## config.mk

```make
export PLATFORM = sky130hd
export DESIGN_NAME = dashed_line_point_stepper
export DESIGN_NICKNAME = d
export VERILOG_FILES = /design/src/hw/rtl/dlps_pkg.sv /design/src/hw/rtl/dashed_line_point_stepper.sv /design/src/hw/rtl/dlps_arith.sv
export SDC_FILE = /design/constraint.sdc
export NUM_CORES = 1
export LEC_CHECK = 0
export BUFFER_PORTS_ARGS = -buffer_cell sky130_fd_sc_hd__buf_2
export CORE_MARGIN = 8
export CORE_UTILIZATION = 48
export DETAILED_ROUTE_END_ITERATION = 8
export MAX_ROUTING_LAYER = met4
export PLACE_DENSITY_LB_ADDON = 0.3
export REMOVE_ABC_BUFFERS = 1
export SLEW_MARGIN = 15
export SYNTH_ARGS = -nofsm -noshare
export SYNTH_HDL_FRONTEND = slang
export SYNTH_SLANG_ARGS = --single-unit
```

## constraint.sdc

```tcl
create_clock -name clk_i -period 15.1 [get_ports clk_i]
set_clock_uncertainty 0.2 [all_clocks]
set_input_delay 1.51 -clock clk_i [delete_from_list [all_inputs] [get_ports clk_i]]
set_output_delay 1.51 -clock clk_i [all_outputs]
set_load 0.02 [all_outputs]
```

## src/hw/rtl/dlps_pkg.sv

```systemverilog
// dlps_pkg: shared constants, register codes and control structs for the
// dashed line point stepper and its shared divide / square-root unit.
// No dependencies.
package dlps_pkg;

  // default coordinate width, dash and gap length width, cycle length width
  localparam int unsigned COORD_BITS_DEF = 12;
  localparam int unsigned LEN_BITS       = 12;
  localparam int unsigned CYC_BITS       = LEN_BITS + 1;

  // configuration port widths
  localparam int unsigned IDX_BITS       = 3;
  localparam int unsigned CFG_DATA_BITS  = 16;

  // configuration register indexes
  typedef enum logic [IDX_BITS-1:0] {
    REG_START_X  = 3'd0,
    REG_START_Y  = 3'd1,
    REG_END_X    = 3'd2,
    REG_END_Y    = 3'd3,
    REG_DASH_LEN = 3'd4,
    REG_GAP_LEN  = 3'd5
  } cfg_reg_e;

  // operations of the shared arithmetic unit
  typedef enum logic {
    OP_DIV  = 1'b0,
    OP_SQRT = 1'b1
  } arith_op_e;

  // request from the sequencer to the arithmetic unit
  typedef struct packed {
    logic      start;
    arith_op_e op;
  } arith_req_t;

  // status from the arithmetic unit back to the sequencer
  typedef struct packed {
    logic busy;
    logic done;
  } arith_sts_t;

endpackage

```

## src/hw/rtl/dashed_line_point_stepper.sv

```systemverilog
// dashed_line_point_stepper: top level, config registers, point sequencer,
// shared multiplier and result register.
// Depends on dlps_pkg and dlps_arith.
//
//  channel  | direction | handshake                        | contents
//  s_axis   | in        | s_axis_tvalid_i / s_axis_tready_o | tick item, restart flag
//  m_axis   | out       | m_axis_tvalid_o / m_axis_tready_i | point, draw flag, last flag
//  cfg      | in        | cfg_valid_i / cfg_ready_o         | register index and value
//
// a tick makes five bit-serial passes of the shared divide / square-root unit:
// line length, minor offset, distance from start, and two dash-cycle
// remainders. a line with equal endpoints makes none of them.
// reset clears the configuration registers to zero and the step counter to step zero.
// s_axis_tready_o is high only while no tick is in progress; a finished
// point waits in the output register while the next tick is taken.
module dashed_line_point_stepper #(
  parameter int unsigned COORD_BITS = dlps_pkg::COORD_BITS_DEF
) (
  input  logic                               clk_i,
  input  logic                               rst_ni,
  // tick input
  input  logic                               s_axis_tvalid_i,
  output logic                               s_axis_tready_o,
  input  logic [7:0]                         s_axis_tdata_i,  // [0] restart
  // point output
  output logic                               m_axis_tvalid_o,
  input  logic                               m_axis_tready_i,
  output logic [((2*COORD_BITS+7)/8)*8-1:0]  m_axis_tdata_o,  // point_x, point_y
  output logic [0:0]                         m_axis_tuser_o,  // draw
  output logic                               m_axis_tlast_o,  // is_last
  // configuration writes
  input  logic                               cfg_valid_i,
  output logic                               cfg_ready_o,
  input  logic [dlps_pkg::IDX_BITS-1:0]      cfg_index_i,
  input  logic [dlps_pkg::CFG_DATA_BITS-1:0] cfg_data_i
);

  localparam int unsigned CB  = COORD_BITS;
  localparam int unsigned SB  = CB + 1;
  localparam int unsigned RW  = 2 * SB;
  localparam int unsigned PW  = 2 * CB;
  localparam int unsigned CYB = dlps_pkg::CYC_BITS;
  localparam int unsigned LB  = dlps_pkg::LEN_BITS;
  localparam int unsigned DW  = (SB > CYB) ? SB : CYB;
  localparam int unsigned TDW = ((2 * CB + 7) / 8) * 8;

  typedef enum logic [12:0] {
    S_IDLE   = 13'b0000000000001,
    S_GEOM   = 13'b0000000000010,
    S_SQX    = 13'b0000000000100,
    S_SQY    = 13'b0000000001000,
    S_LSTART = 13'b0000000010000,
    S_LWAIT  = 13'b0000000100000,
    S_OFF    = 13'b0000001000000,
    S_OSQ    = 13'b0000010000000,
    S_DSTART = 13'b0000100000000,
    S_DWAIT  = 13'b0001000000000,
    S_MD     = 13'b0010000000000,
    S_ML     = 13'b0100000000000,
    S_FIN    = 13'b1000000000000
  } state_e;

  state_e state_q, state_d;

  // configuration registers
  logic [CB-1:0] start_x_q, start_y_q, end_x_q, end_y_q;
  logic [LB-1:0] dash_len_q, gap_len_q;

  // step counter
  logic [CB-1:0] step_q;

  // per-tick working registers
  logic          restart_q;
  logic [SB-1:0] dx_q, dy_q;
  logic [CB-1:0] adx_q, ady_q;
  logic [CB-1:0] m_q, mabs_q, k_q, off_q;
  logic          xmaj_q, mneg_q, majneg_q;
  logic [PW-1:0] prod_q, sum_q;
  logic [SB-1:0] total_q, d_q;
  logic [CYB-1:0] dmod_q, tm_q;

  // result register
  logic          out_valid_q;
  logic [CB-1:0] out_x_q, out_y_q;
  logic          out_draw_q, out_last_q;

  logic          in_acc, out_load;
  logic [SB-1:0] adx_c, ady_c;
  logic          xmaj_c;
  logic [CB-1:0] mul_a, mul_b;
  logic [RW-1:0] p2, mm, numer;
  logic [CYB-1:0] cyc;
  logic [CB-1:0] kdelta, odelta;
  logic [CB-1:0] out_x_d, out_y_d;
  logic          out_draw_d, out_last_d;
  logic          in_dash, final_dash;

  dlps_pkg::arith_req_t arith_req;
  dlps_pkg::arith_sts_t arith_sts;
  logic [RW-1:0]        arith_num;
  logic [DW-1:0]        arith_den;
  logic [SB-1:0]        arith_quot;
  logic [DW-1:0]        arith_rem;

  assign in_acc          = s_axis_tvalid_i && s_axis_tready_o;
  assign s_axis_tready_o = (state_q == S_IDLE);
  assign cfg_ready_o     = 1'b1;
  assign cyc             = {1'b0, dash_len_q} + {1'b0, gap_len_q};

  // configuration writes, out-of-range indexes are dropped
  always_ff @(posedge clk_i or negedge rst_ni) begin
    if (!rst_ni) begin
      start_x_q  <= '0;
      start_y_q  <= '0;
      end_x_q    <= '0;
      end_y_q    <= '0;
      dash_len_q <= '0;
      gap_len_q  <= '0;
    end else if (cfg_valid_i) begin
      unique case (dlps_pkg::cfg_reg_e'(cfg_index_i))
        dlps_pkg::REG_START_X:  start_x_q  <= cfg_data_i[CB-1:0];
        dlps_pkg::REG_START_Y:  start_y_q  <= cfg_data_i[CB-1:0];
        dlps_pkg::REG_END_X:    end_x_q    <= cfg_data_i[CB-1:0];
        dlps_pkg::REG_END_Y:    end_y_q    <= cfg_data_i[CB-1:0];
        dlps_pkg::REG_DASH_LEN: dash_len_q <= cfg_data_i[LB-1:0];
        dlps_pkg::REG_GAP_LEN:  gap_len_q  <= cfg_data_i[LB-1:0];
        default: ;
      endcase
    end
  end

  // absolute deltas and major axis choice, ties go to y
  always_comb begin
    adx_c  = dx_q[SB-1] ? (SB'(0) - dx_q) : dx_q;
    ady_c  = dy_q[SB-1] ? (SB'(0) - dy_q) : dy_q;
    xmaj_c = (adx_c > ady_c);
  end

  // shared multiplier operand selection
  always_comb begin
    mul_a = k_q;
    mul_b = k_q;
    if (state_q == S_SQX) begin
      mul_a = adx_q;
      mul_b = adx_q;
    end else if (state_q == S_SQY) begin
      mul_a = ady_q;
      mul_b = ady_q;
    end else if (state_q == S_LSTART || state_q == S_LWAIT) begin
      mul_a = mabs_q;
      mul_b = k_q;
    end else if (state_q == S_OSQ) begin
      mul_a = arith_quot[CB-1:0];
      mul_b = arith_quot[CB-1:0];
    end
  end

  // rounding numerator 2*m*k + M, or 2*m*k - M clamped at zero for a negative minor delta
  always_comb begin
    p2 = {1'b0, prod_q, 1'b0};
    mm = RW'(m_q);
    if (mneg_q) begin
      numer = (p2 >= mm) ? (p2 - mm) : '0;
    end else begin
      numer = p2 + mm;
    end
  end

  // sequencer and arithmetic unit requests
  always_comb begin
    state_d       = state_q;
    arith_req     = '{start: 1'b0, op: dlps_pkg::OP_DIV};
    arith_num     = '0;
    arith_den     = '0;
    unique case (state_q)
      S_IDLE:   if (in_acc) state_d = S_GEOM;
      S_GEOM:   state_d = S_SQX;
      S_SQX:    state_d = (m_q == '0) ? S_FIN : S_SQY;
      S_SQY:    state_d = S_LSTART;
      S_LSTART: begin
        arith_req = '{start: 1'b1, op: dlps_pkg::OP_SQRT};
        arith_num = RW'(sum_q) + RW'(prod_q);
        state_d   = S_LWAIT;
      end
      S_LWAIT: begin
        if (arith_sts.done) begin
          arith_req = '{start: 1'b1, op: dlps_pkg::OP_DIV};
          arith_num = numer;
          arith_den = DW'({m_q, 1'b0});
          state_d   = S_OFF;
        end
      end
      S_OFF:    if (arith_sts.done) state_d = S_OSQ;
      S_OSQ:    state_d = S_DSTART;
      S_DSTART: begin
        arith_req = '{start: 1'b1, op: dlps_pkg::OP_SQRT};
        arith_num = RW'(sum_q) + RW'(prod_q);
        state_d   = S_DWAIT;
      end
      S_DWAIT: begin
        if (arith_sts.done) begin
          arith_req = '{start: 1'b1, op: dlps_pkg::OP_DIV};
          arith_num = RW'(arith_quot);
          arith_den = DW'(cyc);
          state_d   = S_MD;
        end
      end
      S_MD: begin
        if (arith_sts.done) begin
          arith_req = '{start: 1'b1, op: dlps_pkg::OP_DIV};
          arith_num = RW'(total_q);
          arith_den = DW'(cyc);
          state_d   = S_ML;
        end
      end
      S_ML:     if (arith_sts.done) state_d = S_FIN;
      S_FIN:    if (out_load) state_d = S_IDLE;
      default:  state_d = S_IDLE;
    endcase
  end

  // dash rule, solid when either length is zero or the line is one point
  always_comb begin
    in_dash    = (dmod_q < CYB'(dash_len_q));
    final_dash = (tm_q >= CYB'(dash_len_q)) &&
                 (DW'(d_q) > (DW'(total_q) - DW'(tm_q)));
    out_draw_d = (dash_len_q == '0) || (gap_len_q == '0) || (m_q == '0) ||
                 in_dash || final_dash;
  end

  // point coordinates from step and offset
  always_comb begin
    kdelta     = majneg_q ? (CB'(0) - k_q) : k_q;
    odelta     = mneg_q ? (CB'(0) - off_q) : off_q;
    out_x_d    = xmaj_q ? (start_x_q + kdelta) : (start_x_q + odelta);
    out_y_d    = xmaj_q ? (start_y_q + odelta) : (start_y_q + kdelta);
    out_last_d = (k_q == m_q);
  end

  assign out_load = (state_q == S_FIN) && (!out_valid_q || m_axis_tready_i);

  // control registers
  always_ff @(posedge clk_i or negedge rst_ni) begin
    if (!rst_ni) begin
      state_q     <= S_IDLE;
      step_q      <= '0;
      out_valid_q <= 1'b0;
    end else begin
      state_q <= state_d;
      if (out_load) begin
        out_valid_q <= 1'b1;
        step_q      <= (k_q < m_q) ? (k_q + 1'b1) : m_q;
      end else if (m_axis_tready_i) begin
        out_valid_q <= 1'b0;
      end
    end
  end

  // working registers
  always_ff @(posedge clk_i) begin
    prod_q <= {{CB{1'b0}}, mul_a} * {{CB{1'b0}}, mul_b};
    if (in_acc) begin
      restart_q <= s_axis_tdata_i[0];
      dx_q      <= {end_x_q[CB-1], end_x_q} - {start_x_q[CB-1], start_x_q};
      dy_q      <= {end_y_q[CB-1], end_y_q} - {start_y_q[CB-1], start_y_q};
    end
    if (state_q == S_GEOM) begin
      adx_q    <= adx_c[CB-1:0];
      ady_q    <= ady_c[CB-1:0];
      xmaj_q   <= xmaj_c;
      m_q      <= xmaj_c ? adx_c[CB-1:0] : ady_c[CB-1:0];
      mabs_q   <= xmaj_c ? ady_c[CB-1:0] : adx_c[CB-1:0];
      mneg_q   <= xmaj_c ? dy_q[SB-1] : dx_q[SB-1];
      majneg_q <= xmaj_c ? dx_q[SB-1] : dy_q[SB-1];
    end
    if (state_q == S_SQX) begin
      k_q   <= restart_q ? '0 : ((step_q > m_q) ? m_q : step_q);
      off_q <= '0;
    end
    if (state_q == S_SQY || state_q == S_OSQ) begin
      sum_q <= prod_q;
    end
    if (state_q == S_LWAIT && arith_sts.done) begin
      total_q <= arith_quot;
    end
    if (state_q == S_OFF && arith_sts.done) begin
      off_q <= arith_quot[CB-1:0];
    end
    if (state_q == S_DWAIT && arith_sts.done) begin
      d_q <= arith_quot;
    end
    if (state_q == S_MD && arith_sts.done) begin
      dmod_q <= arith_rem[CYB-1:0];
    end
    if (state_q == S_ML && arith_sts.done) begin
      tm_q <= arith_rem[CYB-1:0];
    end
    if (out_load) begin
      out_x_q    <= out_x_d;
      out_y_q    <= out_y_d;
      out_draw_q <= out_draw_d;
      out_last_q <= out_last_d;
    end
  end

  // shared divide / square-root unit
  dlps_arith #(
    .SB (SB),
    .DW (DW)
  ) u_arith (
    .clk_i  (clk_i),
    .rst_ni (rst_ni),
    .req_i  (arith_req),
    .num_i  (arith_num),
    .den_i  (arith_den),
    .sts_o  (arith_sts),
    .quot_o (arith_quot),
    .rem_o  (arith_rem)
  );

  assign m_axis_tvalid_o = out_valid_q;
  assign m_axis_tdata_o  = TDW'({out_y_q, out_x_q});
  assign m_axis_tuser_o  = out_draw_q;
  assign m_axis_tlast_o  = out_last_q;

  // the sequencer never restarts the unit mid-operation
  a_start_idle: assert property (@(posedge clk_i) disable iff (!rst_ni)
    arith_req.start |-> !arith_sts.busy)
    else $error("arith unit started while busy");

  // unit results only arrive while the sequencer waits for them
  a_done_wait: assert property (@(posedge clk_i) disable iff (!rst_ni)
    arith_sts.done |-> (state_q == S_LWAIT || state_q == S_OFF ||
                        state_q == S_DWAIT || state_q == S_MD || state_q == S_ML))
    else $error("arith result arrived outside a wait state");

  // a one-point line is always drawn and always last
  a_degen_point: assert property (@(posedge clk_i) disable iff (!rst_ni)
    (out_load && m_q == '0) |-> (out_draw_d && out_last_d))
    else $error("single point line not drawn as last point");

  // a loaded point is offered on the next cycle
  a_out_valid: assert property (@(posedge clk_i) disable iff (!rst_ni)
    out_load |=> m_axis_tvalid_o)
    else $error("loaded point not presented");

endmodule

```

## src/hw/rtl/dlps_arith.sv

```systemverilog
// dlps_arith: shared bit-serial unit for restoring division / modulo and
// floor integer square root, one result bit per cycle.
// Depends on dlps_pkg (op codes, request and status structs).
module dlps_arith #(
  parameter int unsigned SB = dlps_pkg::COORD_BITS_DEF + 1,
  parameter int unsigned DW = dlps_pkg::CYC_BITS
) (
  input  logic                 clk_i,
  input  logic                 rst_ni,
  input  dlps_pkg::arith_req_t req_i,
  input  logic [2*SB-1:0]      num_i,   // dividend or radicand
  input  logic [DW-1:0]        den_i,   // divisor, unused for square root
  output dlps_pkg::arith_sts_t sts_o,
  output logic [SB-1:0]        quot_o,  // quotient or root
  output logic [DW-1:0]        rem_o    // remainder of a division
);

  localparam int unsigned RW = 2 * SB;
  localparam int unsigned AW = (DW + 1 > SB + 3) ? DW + 1 : SB + 3;
  localparam int unsigned CW = $clog2(SB + 1);

  logic [AW-1:0]       acc_q;
  logic [RW-1:0]       sh_q;
  logic [SB-1:0]       q_q;
  logic [DW-1:0]       den_q;
  dlps_pkg::arith_op_e op_q;
  logic [CW-1:0]       cnt_q;
  logic                busy_q;
  logic                done_q;

  logic [AW-1:0]       trial_a;
  logic [AW-1:0]       trial_b;
  logic [AW-1:0]       diff;
  logic                ge;

  // one trial subtraction per cycle, shared by both operations
  always_comb begin
    unique case (op_q)
      dlps_pkg::OP_DIV: begin
        trial_a = {acc_q[AW-2:0], sh_q[RW-1]};
        trial_b = AW'(den_q);
      end
      dlps_pkg::OP_SQRT: begin
        trial_a = {acc_q[AW-3:0], sh_q[RW-1 -: 2]};
        trial_b = AW'({q_q, 2'b01});
      end
      default: begin
        trial_a = '0;
        trial_b = '0;
      end
    endcase
    diff = trial_a - trial_b;
    ge   = (trial_a >= trial_b);
  end

  // step counter and handshake flags
  always_ff @(posedge clk_i or negedge rst_ni) begin
    if (!rst_ni) begin
      busy_q <= 1'b0;
      done_q <= 1'b0;
      cnt_q  <= '0;
    end else begin
      done_q <= 1'b0;
      if (req_i.start) begin
        busy_q <= 1'b1;
        cnt_q  <= CW'(SB);
      end else if (busy_q) begin
        cnt_q <= cnt_q - 1'b1;
        if (cnt_q == CW'(1)) begin
          busy_q <= 1'b0;
          done_q <= 1'b1;
        end
      end
    end
  end

  // datapath: division starts with the upper half already in the remainder
  always_ff @(posedge clk_i) begin
    if (req_i.start) begin
      op_q  <= req_i.op;
      den_q <= den_i;
      q_q   <= '0;
      if (req_i.op == dlps_pkg::OP_DIV) begin
        acc_q <= AW'(num_i[RW-1:SB]);
        sh_q  <= {num_i[SB-1:0], {SB{1'b0}}};
      end else begin
        acc_q <= '0;
        sh_q  <= num_i;
      end
    end else if (busy_q) begin
      acc_q <= ge ? diff : trial_a;
      q_q   <= {q_q[SB-2:0], ge};
      if (op_q == dlps_pkg::OP_DIV) begin
        sh_q <= {sh_q[RW-2:0], 1'b0};
      end else begin
        sh_q <= {sh_q[RW-3:0], 2'b00};
      end
    end
  end

  assign sts_o.busy = busy_q;
  assign sts_o.done = done_q;
  assign quot_o     = q_q;
  assign rem_o      = acc_q[DW-1:0];

  // done is a single pulse per operation
  a_done_pulse: assert property (@(posedge clk_i) disable iff (!rst_ni)
    done_q |=> !done_q)
    else $error("arith done held longer than one cycle");

  // a running operation always has steps left
  a_busy_cnt: assert property (@(posedge clk_i) disable iff (!rst_ni)
    busy_q |-> cnt_q != '0)
    else $error("arith busy with zero step count");

  // a start always puts the unit into the busy state
  a_done_len: assert property (@(posedge clk_i) disable iff (!rst_ni)
    req_i.start |=> busy_q)
    else $error("arith start did not begin an operation");

endmodule
```

==> summary.txt <==
Logic synthesis
  – Post-Synth Simple-Gate Area: between 10% and 20%
  – Synth Area in Compound Gates: 13.03%
  – Asr flop ratio synth: roughly a quarter
  – Post-synth EDFFs: 259
  – Synth Register Bits: 400
  – Post-Synth Adder-Cell Area: 19.00%
  – Seq/Total Area, Yosys: 37.53%
  – Synth warnings: 0
  – Dominant synthesized flop cell: edfxtp_1
  – Synthesized area per cell: 10.07 um^2
  – Main combinational cell family by area after synthesis: adder cells
  – Number of distinct library cells after synthesis: 90
  – Post-synthesis instance total: roughly 3000
  – Cell Area, Synth: between 20000 and 30000 um^2
  – Post-synthesis xor/xnor area fraction: just over 5%
  – Mux cell area share after synthesis: 6.705%

Critical path
  – Critical Path AT: 8740 ps
  – Crit. End Element: flip-flop
  – Maximum fanout along the worst path: 14
  – Worst EP required: approximately 15000 ps
  – Crit path buf inv count: 3
  – CP max stage delay: approximately 750 ps
  – Critical Path Start Type: flip-flop
  – Crit path depth: 26
  – CP max-delay cell: and4b_1
  – Top Family by Delay on Critical Path: adder cells
  – FF-to-FF Start: state_q[3]$_DFFE_PN0P_
  – Most used cell, CP: fa_1
  – R2r worst-path depth: 26
  – Crit Path Category: flip-flop to flip-flop
  – CP Launch Point: state_q[3]$_DFFE_PN0P_

STA
  – TNS Setup: 0 ps
  – Max frequency: 0.1180 GHz
  – Final-layout worst hold slack: 310.0 ps
  – Worst Tran Pin Value: 1166 ps
  – Relative max-transition margin: 21.63%
  – Tcrit/Tclk final: 56.12%
  – RSZ-0062 raised after global routing: false
  – Final Hold Viols: 0
  – Final min period: 8475 ps
  – Slew Viols, Final: 0
  – Final setup fails: 0

Finish
  – Commonest non-fill, non-tap cell in the layout: nand2_1
  – Most frequent cells in the layout: nand2_1 (287), inv_1 (279), ha_1 (274)
  – Layout area overhead: 8.888%
  – # nets final: ~3400
  – Final std cells w/o fill: approximately 3800
  – Ant. Diodes: 0
  – Final core occ: 52.58%
  – Share of post-route cells with drive strength above 1: 9.172%
  – FILL cells: 5361

Clock network
  – Total CTS buffers: 45
  – Hold Buf Count CTS: 0
  – Sink Count: 400
  – Clk_lat worst skew: between 500 and 600 ps
  – H-tree depth: 2
  – Post-CTS Setup Inserts: 0
  – Max Root-Sink Buffers: 3
  – CTS tree: built
  – Post-CTS sizing: 0
  – Clk pin slew, worst setup/hold paths: 60 ps
  – Root Driver: clkbuf_16

Routing
  – Total number of vias: between 20000 and 25000
  – WL per Instance: 20.81 um
  – Initial drt markers: 1703
  – Via-to-Cell Ratio: 5.777
  – First-pass iteration count of the detailed router: 7
  – Routed Antenna Nets: 0
  – Total routed wirelength: 79290 um
  – DRC viols: 0

Floorplanning
  – Die extent in y: between 200 and 300 um
  – Initial core utilization: about 48%
  – Rows: 91
  – Die area: 69940 um^2
  – IO Pins: 61
  – Core Box Area: 61370 um^2
  – Die Wd: 264.5 um

Hold path
  – HP Class: flip-flop to flip-flop
  – Hold_sp: end_y_q[0]$_DFFE_PN0P_
  – Worst Hold Path Cells: 1

Global routing
  – Total congestion overflow: 0
  – Number of global-route vias before repair: 22400
  – Initial antenna violation count: 2
  – First-pass GRT wire length: 123200 um
  – Total global-route track usage: 22.81%
  – Largest net degree at the start of global routing: between 50 and 60

Placement
  – Port Buffers: 48
  – Hpwl dp: 61130 um
  – RePlAce Congestion: 0.9395
  – Placed Instances: 3725

Run status
  – Status: finished clean

Job
  – Max-cap violation count: 0
==> state kept, by name, indices dropped and copies added (netlist names), 15 cells and up <==
| signal | flops |
|---|---|
| prod_q | 24 |
| u_arith.acc_q | 15 |
| sum_q | 24 |
| u_arith.sh_q | 26 |
==> synthesized netlist by cell type, types with 7 or more instances <==
cell type  instances  area [um^2]
o22ai_1           14        87.58
ha_1             274         3428
xnor2_1           98        858.3
nand2b_1          29        181.4
a21boi_0          13        97.59
nand4b_1           7        61.31
a21oi_2            8        70.07
o41ai_1            8        70.07
a222oi_1           8        80.08
dfrtp_1          103         2577
a21o_1            53        397.9
nand4_1           23        143.9
and2_1            58        362.9
mux2i_1          131         1311
nand3_1           33        165.2
or4_1             11        82.58
dfxtp_1           37        740.7
o21bai_1          20        150.1
or3_1              8        50.05
buf_1              9        33.78
nor2b_1           47        294.0
buf_2             31        155.2
fa_1             110         2202
nor3_1            44        220.2
nor2_1           199        747.0
o21a_1            35        262.8
o21ai_1           10        50.05
or2_2             14        87.58
clkbuf_1          48        180.2
a31oi_1           16        100.1
nor3b_1            8        60.06
o31ai_1           20        150.1
mux2_2            60        675.7
nand2_1          287         1077
edfxtp_1         259         7777
xor2_1            75        656.9
inv_1            279         1047
o21ai_0          175        875.8
and3_1            16        100.1
a211oi_1          16        120.1
nor4_1            16        100.1
a21oi_1          112        560.5
==> cell families (layout without fill, tap and decap cells) <==
| logic type | Yosys count | after routing |
|---|---|---|
| other | 1 | 1 |
| adders and majority gates | 384 | 384 |
| AOI/OAI and AO/OA | 589 | 589 |
| DFF | 400 | 400 |
| and+or+nand+nor | 833 | 833 |
| xor gates and xnor gates | 173 | 173 |
| buffers and inverters | 372 | 449 |
| muxes | 191 | 191 |
==> per-layer routing <==
metal  routed length (um)  vias up  global-route usage, %
li1                     -    10460                      -
met1                33350    10720                  28.27
met2                38090      661                  37.97
met3                 4763      171                  3.104
met4                 3080        0                  8.444
met5                    0        -                      -
==> through the flow <==
step                      area, um^2  worst slack, ps
after floorplan                29210             7301
after global placement         30780             6620
after detailed placement       30780             6435
after CTS                      32240             6383
after global routing           32270             6324
final                          32270             6625
==> path summary, 6_finish.rpt <==
check,to,slack (ps)
hold / removal,end_y_q[0]$_DFFE_PN0P_,310
hold reg to reg,end_y_q[0]$_DFFE_PN0P_,310
min in group asynchronous,u_arith.cnt_q[2]$_DFFE_PN0P_,770
setup reg to reg,prod_q[23]$_DFF_P_,6630
setup / recovery,prod_q[23]$_DFF_P_,6630
max in group asynchronous,start_x_q[5]$_DFFE_PN0P_,12660
==> area by class of cell <==
class / count / area, um^2 / share of cell area (%)
Multi-Input combinational cell: 2171 / 17120 / 53.05
Sequential cell: 400 / 11120 / 34.47
Clock buffer: 66 / 1285 / 3.982
Inverter: 279 / 1047 / 3.246
Tap cell: 790 / 988.4 / 3.063
Timing Repair Buffer: 86 / 535.5 / 1.660
Clock inverter: 18 / 171.4 / 0.5313
Power is not shown: default switching activity piles up to over one toggle a cycle in this logic, so the estimate is an artifact.
